$ cat config.mk
export PLATFORM = sky130hd
export DESIGN_NAME = pi_controller_pwm_duty_core
export DESIGN_NICKNAME = d
export VERILOG_FILES = /design/src/design/picd_pkg.sv /design/src/design/picd_front.sv /design/src/design/picd_queue.sv /design/src/design/picd_back.sv /design/src/design/pi_controller_pwm_duty_core.sv
export SDC_FILE = /design/constraint.sdc
export NUM_CORES = 1
export LEC_CHECK = 0
export ABC_AREA = 0
export BUFFER_PORTS_ARGS = -buffer_cell sky130_fd_sc_hd__buf_4
export CAP_MARGIN = 20
export CELL_PAD_IN_SITES_DETAIL_PLACEMENT = 0
export CELL_PAD_IN_SITES_GLOBAL_PLACEMENT = 1
export CORE_ASPECT_RATIO = 0.75
export CORE_UTILIZATION = 52
export CTS_BUF_LIST = sky130_fd_sc_hd__clkbuf_16
export CTS_CLUSTER_SIZE = 20
export DETAILED_ROUTE_END_ITERATION = 6
export GPL_ROUTABILITY_DRIVEN = 0
export PLACE_DENSITY_LB_ADDON = 0.1
export SETUP_SLACK_MARGIN = 0.02
export SLEW_MARGIN = 40
export SYNTH_ARGS = -nofsm -noshare
export SYNTH_HDL_FRONTEND = slang
export SYNTH_HIERARCHICAL = 1
export SYNTH_SLANG_ARGS = --single-unit
export TNS_END_PERCENT = 20
$ cat constraint.sdc
create_clock -name clk -period 7 [get_ports clk]
set_clock_uncertainty 0.15 [all_clocks]
set_input_delay 1.75 -clock clk [delete_from_list [all_inputs] [get_ports clk]]
set_output_delay 1.75 -clock clk [all_outputs]
set_load 0.02 [all_outputs]
$ cat src/design/picd_pkg.sv
`timescale 1ns / 1ps
// ----------------------------------------------------------------------------
// picd_pkg - shared types and constants of the PI duty controller
// Field widths, configuration register codes and the queue entry format.
// ----------------------------------------------------------------------------
package picd_pkg;

    // Field widths
    localparam int SAMPLE_W = 10;    // measurement and setpoint
    localparam int GAIN_W   = 11;    // unsigned gain, 10 fraction bits
    localparam int LIMIT_W  = 15;    // integral magnitude bound
    localparam int ERR_W    = 11;    // signed setpoint - measurement
    localparam int SUM_W    = 16;    // signed integral
    localparam int DUTY_W   = 8;
    localparam int FRAC_W   = 10;    // gain scale is 2**FRAC_W

    // Products and their sum
    localparam int PROD_P_W = GAIN_W + 1 + ERR_W;    // 23
    localparam int PROD_I_W = GAIN_W + 1 + SUM_W;    // 28
    localparam int ACC_W    = PROD_I_W + 1;          // 29

    // Reset values of the configuration registers
    localparam logic [GAIN_W-1:0]  GAIN_RESET  = GAIN_W'(1024);
    localparam logic [LIMIT_W-1:0] LIMIT_RESET = LIMIT_W'(2000);
    localparam logic [DUTY_W-1:0]  DUTY_MAX    = DUTY_W'(255);

    // Queue between front and back (power of two)
    localparam int QUEUE_DEPTH = 4;
    localparam int QPTR_W      = $clog2(QUEUE_DEPTH);
    localparam int QCNT_W      = $clog2(QUEUE_DEPTH + 1);

    // Configuration register index
    localparam int CFG_IDX_W = 2;
    typedef enum logic [CFG_IDX_W-1:0] {
        REG_PROP_GAIN = 2'd0,
        REG_INT_GAIN  = 2'd1,
        REG_INT_LIMIT = 2'd2
    } cfg_reg_t;

    // Configuration as seen by the datapath
    typedef struct packed {
        logic [GAIN_W-1:0]  prop_gain;
        logic [GAIN_W-1:0]  int_gain;
        logic [LIMIT_W-1:0] int_limit;
    } cfg_t;

    // One classified item: error and the integral after this item
    typedef struct packed {
        logic signed [ERR_W-1:0] err;
        logic signed [SUM_W-1:0] sum;
    } entry_t;

    // Queue status toward the front and the back
    typedef struct packed {
        logic full;
        logic nonempty;
    } queue_status_t;

endpackage

$ cat src/design/picd_front.sv
`timescale 1ns / 1ps
// ----------------------------------------------------------------------------
// picd_front - input side of the PI duty controller
// Takes samples, forms the error and updates the clamped integral.
// ----------------------------------------------------------------------------
module picd_front (
    input  logic                                clk,
    input  logic                                rst_n,
    input  logic                                in_valid,
    output logic                                in_stall,
    input  logic [picd_pkg::SAMPLE_W-1:0]       measurement,
    input  logic [picd_pkg::SAMPLE_W-1:0]       setpoint,
    input  picd_pkg::cfg_t                      cfg,
    input  picd_pkg::queue_status_t             qstat,
    output logic                                push,
    output picd_pkg::entry_t                    push_entry
);

    localparam int RAW_W = picd_pkg::SUM_W + 1;

    logic signed [picd_pkg::SUM_W-1:0] error_sum_reg;
    logic signed [picd_pkg::SUM_W-1:0] error_sum_next;
    logic signed [picd_pkg::ERR_W-1:0] err;
    logic signed [RAW_W-1:0]           sum_raw;
    logic signed [RAW_W-1:0]           lim_pos;
    logic signed [RAW_W-1:0]           lim_neg;
    logic                              accept;

    // Stall only when the queue has no room
    assign in_stall = qstat.full;
    assign accept   = in_valid && !qstat.full;

    // Error and raw sum at full width, so nothing wraps before the clamp
    assign err     = $signed({1'b0, setpoint}) - $signed({1'b0, measurement});
    assign sum_raw = RAW_W'(error_sum_reg) + RAW_W'(err);
    assign lim_pos = $signed({2'b00, cfg.int_limit});
    assign lim_neg = -lim_pos;

    // Clamp to +/- limit
    always_comb
    begin
        error_sum_next = error_sum_reg;
        if (accept)
        begin
            priority if (sum_raw > lim_pos)
                error_sum_next = lim_pos[picd_pkg::SUM_W-1:0];
            else if (sum_raw < lim_neg)
                error_sum_next = lim_neg[picd_pkg::SUM_W-1:0];
            else
                error_sum_next = sum_raw[picd_pkg::SUM_W-1:0];
        end
    end

    always_ff @(posedge clk or negedge rst_n)
    begin
        if (!rst_n)
            error_sum_reg <= '0;
        else
            error_sum_reg <= error_sum_next;
    end

    // Hand the classified item to the queue
    assign push           = accept;
    assign push_entry.err = err;
    assign push_entry.sum = error_sum_next;

endmodule

$ cat src/design/picd_queue.sv
`timescale 1ns / 1ps
// ----------------------------------------------------------------------------
// picd_queue - short queue between front and back
// Register FIFO; push and pop may happen in the same cycle.
// ----------------------------------------------------------------------------
module picd_queue (
    input  logic                    clk,
    input  logic                    rst_n,
    input  logic                    push,
    input  picd_pkg::entry_t        push_entry,
    input  logic                    pop,
    output picd_pkg::entry_t        pop_entry,
    output picd_pkg::queue_status_t qstat
);

    picd_pkg::entry_t                mem_reg [picd_pkg::QUEUE_DEPTH];
    logic [picd_pkg::QPTR_W-1:0]     wr_ptr_reg;
    logic [picd_pkg::QPTR_W-1:0]     wr_ptr_next;
    logic [picd_pkg::QPTR_W-1:0]     rd_ptr_reg;
    logic [picd_pkg::QPTR_W-1:0]     rd_ptr_next;
    logic [picd_pkg::QCNT_W-1:0]     count_reg;
    logic [picd_pkg::QCNT_W-1:0]     count_next;
    logic                            do_push;
    logic                            do_pop;

    assign qstat.full     = (count_reg == picd_pkg::QCNT_W'(picd_pkg::QUEUE_DEPTH));
    assign qstat.nonempty = (count_reg != '0);
    assign do_push        = push && !qstat.full;
    assign do_pop         = pop && qstat.nonempty;
    assign pop_entry      = mem_reg[rd_ptr_reg];

    // Pointers wrap naturally at a power-of-two depth
    always_comb
    begin
        wr_ptr_next = do_push ? wr_ptr_reg + 1'b1 : wr_ptr_reg;
        rd_ptr_next = do_pop  ? rd_ptr_reg + 1'b1 : rd_ptr_reg;
        count_next  = count_reg;
        if (do_push && !do_pop)
            count_next = count_reg + 1'b1;
        else if (do_pop && !do_push)
            count_next = count_reg - 1'b1;
    end

    always_ff @(posedge clk or negedge rst_n)
    begin
        if (!rst_n)
        begin
            wr_ptr_reg <= '0;
            rd_ptr_reg <= '0;
            count_reg  <= '0;
        end
        else
        begin
            wr_ptr_reg <= wr_ptr_next;
            rd_ptr_reg <= rd_ptr_next;
            count_reg  <= count_next;
        end
    end

    // Entry storage
    always_ff @(posedge clk)
    begin
        if (do_push)
            mem_reg[wr_ptr_reg] <= push_entry;
    end

endmodule

$ cat src/design/picd_back.sv
`timescale 1ns / 1ps
// ----------------------------------------------------------------------------
// picd_back - execution side of the PI duty controller
// Gain products in one stage, scaling and saturation into the output register.
// ----------------------------------------------------------------------------
module picd_back (
    input  logic                             clk,
    input  logic                             rst_n,
    input  picd_pkg::cfg_t                   cfg,
    input  picd_pkg::queue_status_t          qstat,
    input  picd_pkg::entry_t                 pop_entry,
    output logic                             pop,
    output logic                             out_valid,
    input  logic                             out_stall,
    output logic [picd_pkg::DUTY_W-1:0]      duty
);

    localparam int SAT_W = picd_pkg::ACC_W - picd_pkg::FRAC_W;

    // Product stage
    logic                                     prod_valid_reg;
    logic                                     prod_valid_next;
    logic signed [picd_pkg::PROD_P_W-1:0]     prod_p_reg;
    logic signed [picd_pkg::PROD_I_W-1:0]     prod_i_reg;
    // Output stage
    logic                                     out_valid_reg;
    logic                                     out_valid_next;
    logic [picd_pkg::DUTY_W-1:0]              duty_reg;
    logic [picd_pkg::DUTY_W-1:0]              duty_next;

    logic                                     out_load;
    logic                                     prod_load;
    logic signed [picd_pkg::ACC_W-1:0]        acc;
    logic [SAT_W-1:0]                         quot;

    // Flow control: each stage moves when the one after it has room
    assign out_load  = !out_valid_reg || !out_stall;
    assign prod_load = !prod_valid_reg || out_load;
    assign pop       = prod_load && qstat.nonempty;

    always_comb
    begin
        prod_valid_next = prod_valid_reg;
        if (prod_load)
            prod_valid_next = qstat.nonempty;
        out_valid_next = out_valid_reg;
        if (out_load)
            out_valid_next = prod_valid_reg;
    end

    // Gain products, gains taken as unsigned
    always_ff @(posedge clk)
    begin
        if (prod_load)
        begin
            prod_p_reg <= $signed({1'b0, cfg.prop_gain}) * pop_entry.err;
            prod_i_reg <= $signed({1'b0, cfg.int_gain}) * pop_entry.sum;
        end
    end

    // Sum, divide by 1024 and saturate; a negative sum gives a duty of 0
    assign acc  = picd_pkg::ACC_W'(prod_p_reg) + picd_pkg::ACC_W'(prod_i_reg);
    assign quot = acc[picd_pkg::ACC_W-1:picd_pkg::FRAC_W];

    always_comb
    begin
        priority if (acc[picd_pkg::ACC_W-1])
            duty_next = '0;
        else if (quot >= SAT_W'(picd_pkg::DUTY_MAX))
            duty_next = picd_pkg::DUTY_MAX;
        else
            duty_next = quot[picd_pkg::DUTY_W-1:0];
    end

    always_ff @(posedge clk)
    begin
        if (out_load && prod_valid_reg)
            duty_reg <= duty_next;
    end

    always_ff @(posedge clk or negedge rst_n)
    begin
        if (!rst_n)
        begin
            prod_valid_reg <= 1'b0;
            out_valid_reg  <= 1'b0;
        end
        else
        begin
            prod_valid_reg <= prod_valid_next;
            out_valid_reg  <= out_valid_next;
        end
    end

    assign out_valid = out_valid_reg;
    assign duty      = duty_reg;

endmodule

$ cat src/design/pi_controller_pwm_duty_core.sv
`timescale 1ns / 1ps
// ----------------------------------------------------------------------------
// pi_controller_pwm_duty_core - PI controller with clamped integral
// Turns measurement/setpoint samples into an 8-bit PWM duty value.
// ----------------------------------------------------------------------------
//  channel | signals                                  | transfer when
//  --------+------------------------------------------+----------------------
//  in      | in_valid, in_stall, measurement, setpoint| in_valid && !in_stall
//  out     | out_valid, out_stall, duty               | out_valid && !out_stall
//  cfg     | cfg_valid, cfg_ready, cfg_index, cfg_data| cfg_valid && cfg_ready
//
//  One item per cycle sustained while out_stall is low; a result passes the
//  queue slot, the product register and the output register before it can
//  transfer.
//  Reset: integral 0, both gains 1024 (unity), integral limit 2000.
//  The front updates the integral as each item arrives; a 4-entry queue lets
//  the input keep flowing while out_stall holds the back, until it is full.
// ----------------------------------------------------------------------------
module pi_controller_pwm_duty_core (
    input  logic                                 clk,
    input  logic                                 rst_n,
    input  logic                                 in_valid,
    output logic                                 in_stall,
    input  logic [picd_pkg::SAMPLE_W-1:0]        measurement,
    input  logic [picd_pkg::SAMPLE_W-1:0]        setpoint,
    output logic                                 out_valid,
    input  logic                                 out_stall,
    output logic [picd_pkg::DUTY_W-1:0]          duty,
    input  logic                                 cfg_valid,
    output logic                                 cfg_ready,
    input  logic [picd_pkg::CFG_IDX_W-1:0]       cfg_index,
    input  logic [picd_pkg::LIMIT_W-1:0]         cfg_data
);

    picd_pkg::cfg_t                  cfg_reg;
    picd_pkg::cfg_t                  cfg_next;
    picd_pkg::queue_status_t         qstat;
    picd_pkg::entry_t                push_entry;
    picd_pkg::entry_t                pop_entry;
    logic                            push;
    logic                            pop;

    // Configuration registers; unknown indexes are dropped
    assign cfg_ready = 1'b1;

    always_comb
    begin
        cfg_next = cfg_reg;
        if (cfg_valid)
        begin
            unique case (picd_pkg::cfg_reg_t'(cfg_index))
                picd_pkg::REG_PROP_GAIN: cfg_next.prop_gain = cfg_data[picd_pkg::GAIN_W-1:0];
                picd_pkg::REG_INT_GAIN:  cfg_next.int_gain  = cfg_data[picd_pkg::GAIN_W-1:0];
                picd_pkg::REG_INT_LIMIT: cfg_next.int_limit = cfg_data;
                default:                 cfg_next = cfg_reg;
            endcase
        end
    end

    always_ff @(posedge clk or negedge rst_n)
    begin
        if (!rst_n)
        begin
            cfg_reg.prop_gain <= picd_pkg::GAIN_RESET;
            cfg_reg.int_gain  <= picd_pkg::GAIN_RESET;
            cfg_reg.int_limit <= picd_pkg::LIMIT_RESET;
        end
        else
        begin
            cfg_reg <= cfg_next;
        end
    end

    // Front: error and integral
    picd_front u_front (
        .clk        (clk),
        .rst_n      (rst_n),
        .in_valid   (in_valid),
        .in_stall   (in_stall),
        .measurement(measurement),
        .setpoint   (setpoint),
        .cfg        (cfg_reg),
        .qstat      (qstat),
        .push       (push),
        .push_entry (push_entry)
    );

    // Queue between the two sides
    picd_queue u_queue (
        .clk       (clk),
        .rst_n     (rst_n),
        .push      (push),
        .push_entry(push_entry),
        .pop       (pop),
        .pop_entry (pop_entry),
        .qstat     (qstat)
    );

    // Back: gains, scaling, saturation
    picd_back u_back (
        .clk      (clk),
        .rst_n    (rst_n),
        .cfg      (cfg_reg),
        .qstat    (qstat),
        .pop_entry(pop_entry),
        .pop      (pop),
        .out_valid(out_valid),
        .out_stall(out_stall),
        .duty     (duty)
    );

endmodule

==> impl_metrics.yaml <==
sta:
  rsz0062_at_grt: "true"
  period_share: 0.995
  hold_viol_final: 0
  slew_violations: 0
  totalNegativeSetupSlack_ns: 0
  fmax_ghz: 0.144
  setup_viol: 0
  worstMarginPinSlew_ns: 0.834
  maxSlewHeadroom: 0.444
  min_period_ns: 6.97
detailed_routing:
  wirelength_um: 55000
  drc: 0
  postRouteAntennaNets: 0
  drt-initial-drc-count: 911
  routed_via_density: 5.39
  wl_per_cell_um: 18.9
  dr.pass1.iters: 5
  vias: 15700
clock_network:
  clk_latency_ns: 0.56
  htreeDepth: 1
  clk_pin_slew_ns: 0.06
  cts_buffers: 24
  cts_root_buffer: "clkbuf_16"
  cts.path.max_buffers: 3
  cts_sinks: 229
  cts_tree: "yes"
placed_design:
  port_buffers: 51
  dp_cells: 2845
  hpwlAfterDp_um: 43600
  dpl_cell_area_um2: 24700
floorplan:
  die_h_um: 184
  start_util: 0.529
  rows: 66
  core_um2: 43500
  dieArea_um2: 45100
  ioPinCount: 53
  die_x_um: 245
critical_path:
  critical_path.top_delay_family: "compound AO/OA/AOI/OAI gates"
  critPathSlowestCell: "or4b_4"
  required_ns: 7.14
  path_class: "in2reg"
  start_kind: "input port"
  critPathBufInv: 6
  cp-end-kind: "flip-flop"
  max_stage_delay_ns: 0.50
  cpMostUsedCell: "o21ai_2"
  crit_fanout: 6
  worstPathArrival_ns: 7.10
yosys:
  synth_cells: 2180
  synth_largest_area_cell: "edfxtp_1"
  yosys_most_used_dff: "edfxtp_1"
  synth.top_cell.area_share: 0.218
  avgSynthCellArea_um2: 10.6
  async_flop_share: 0.271
  yosys-top-cells-area: "edfxtp_1, fa_1, ha_1"
  synth_edf_count: 167
  ys_seq_area_frac: 0.286
  synth_fp_nets: 2689
  yosys_warnings: 6
  ys_seq_elements: 229
  syn_area_um2: 23000
  ys_types: 99
final_layout:
  final_cell_area_um2: 26000
  final_nets: 2824
  area_delta_synth_final_pct: 13.1
  layout.cells.non_filler: 2911
  largest_reg_flops: 108
  diodes: 0
  drive_above_1_share: 0.178
outcome:
  status: "complete, no violations"
global_routing:
  antenna_found_initial: 0
  grt_pass1_vias: 16100
  grt_max_degree: 63
  grt_usage: 0.254
  overflow: 0
  grt_pass1_wl_um: 88500
hold_path:
  hold_path.class: "reg2reg"
job:
  max_cap_viol_count: 0
[synth_stat cells, drive strengths merged, types with 4 or more instances]
cell type / n
o21bai: 9
nand3: 22
o21a: 8
and4: 5
or2: 6
a31oi: 20
nor4: 9
mux4: 27
dfstp: 8
a21o: 25
ha: 222
xor2: 20
nor2: 89
o21ai: 41
a21boi: 12
edfxtp: 167
inv: 399
nand3b: 6
a21oi: 76
nand4: 6
buf: 16
nor2b: 19
o31ai: 5
a211oi: 25
clkbuf: 53
and3: 12
dfrtp: 54
mux2: 43
nand2: 222
o41ai: 4
or3: 7
nor3: 33
xnor2: 67
and2: 127
a211o: 5
o211ai: 7
nand2b: 14
o2111ai: 4
fa: 245
[layout by cell type (no fill, tap or decap), types with 8 or more instances in the layout]
| master | n |
|---|---|
| xor2_1 | 19 |
| mux4_2 | 26 |
| xnor2_1 | 66 |
| inv_1 | 400 |
| nor2_1 | 83 |
| nand3_1 | 19 |
| buf_4 | 166 |
| ha_1 | 215 |
| dfrtp_1 | 53 |
| clkbuf_16 | 28 |
| nand2b_1 | 14 |
| dfstp_2 | 8 |
| nand2_1 | 219 |
| nor3_2 | 12 |
| a211oi_2 | 16 |
| and2_1 | 122 |
| buf_6 | 8 |
| mux2_2 | 39 |
| and3_1 | 10 |
| fa_1 | 243 |
| a21o_1 | 25 |
| a31oi_1 | 17 |
| o21ai_0 | 24 |
| a21oi_1 | 69 |
| o21bai_1 | 8 |
| nor3_1 | 21 |
| o21ai_2 | 8 |
| nor2b_1 | 18 |
| edfxtp_1 | 167 |
| o21ai_1 | 8 |
[path summary, 6_finish.rpt]
check                                                       start                           endpoint  slack [ns]  cells past startpoint
worst max-delay path                                  setpoint[1]    u_queue/mem_reg[1][1]$_DFFE_PP_        0.03                     33
worst min-delay path             u_queue/count_reg[2]$_DFFE_PN0P_   u_queue/count_reg[2]$_DFFE_PN0P_        0.34                      1
worst max register to register  u_queue/rd_ptr_reg[0]$_DFFE_PN0P_    u_back/prod_i_reg[27]$_DFFE_PN_        0.33                     23
worst min register to register   u_queue/count_reg[2]$_DFFE_PN0P_   u_queue/count_reg[2]$_DFFE_PN0P_        0.34                      1
max in group asynchronous                                   rst_n  u_queue/rd_ptr_reg[0]$_DFFE_PN0P_        5.17                      1
min in group asynchronous                                   rst_n            cfg_reg[14]$_DFFE_PN0P_        1.00                      1
[layout make-up]
cell class | instances | area (µm²)
Tap cell | 578 | 723
Fill cell | 3676 | 17500
Inverter | 401 | 1510
Clock inverter | 16 | 164
Sequential cell | 229 | 6580
Clock buffer | 28 | 701
Timing Repair Buffer | 179 | 1430
Multi-Input combinational cell | 1480 | 14900
[timing repair]
action | 4_1_cts | 5_1_grt
endpoints found under the setup margin | 78 | 83
setup buffers | 17 | 5
hold buffers | 0 | 0
gates resized for setup | 23 | 42
pin swaps | 34 | 33
[per-layer routing]
layer | vias to the layer above | global-route usage | wire length, µm
met5 | - | 0 | 0
met4 | 0 | 0.0500 | 957
met3 | 62 | 0.0376 | 2930
met2 | 359 | 0.393 | 24100
met1 | 7819 | 0.380 | 27000
li1 | 7437 | - | -
[cell families (layout without fill, tap and decap cells)]
family,Yosys count,in the layout,share of synthesized area
and+or+nand+nor,589,589,0.132
xor gates and xnor gates,87,87,0.0331
muxes,71,71,0.0484
DFF,229,229,0.286
buffers and inverters,471,624,0.0826
other,1,1,0.000163
adders and majority gates,467,467,0.334
AOI/OAI and AO/OA,265,265,0.0834
[worst reg2reg max path: cells and delay by family, from the launching register on]
family	cells	cell delay, ns
flip-flops	1	0.46
multiplexers	1	0.70
XOR/XNOR	1	0.15
AND/OR/NAND/NOR	2	0.27
adder cells (fa/ha/maj)	6	2.86
buffers and inverters	6	0.55
AO/OA/AOI/OAI	7	1.23
[stage by stage]
stage               hold slack (ns)  worst slack, ns  utilization
global route                  0.364           -0.225        0.598
global placement              0.311           -0.654        0.567
floorplan                     0.293          -0.0197            -
CTS                           0.337          -0.0351        0.592
finish                        0.337           0.0330        0.598
detailed placement            0.323           -0.728        0.567
Power is left out: the tool's default activity adds up to more than one toggle a clock period on the data nets, which glitch-free logic cannot reach.
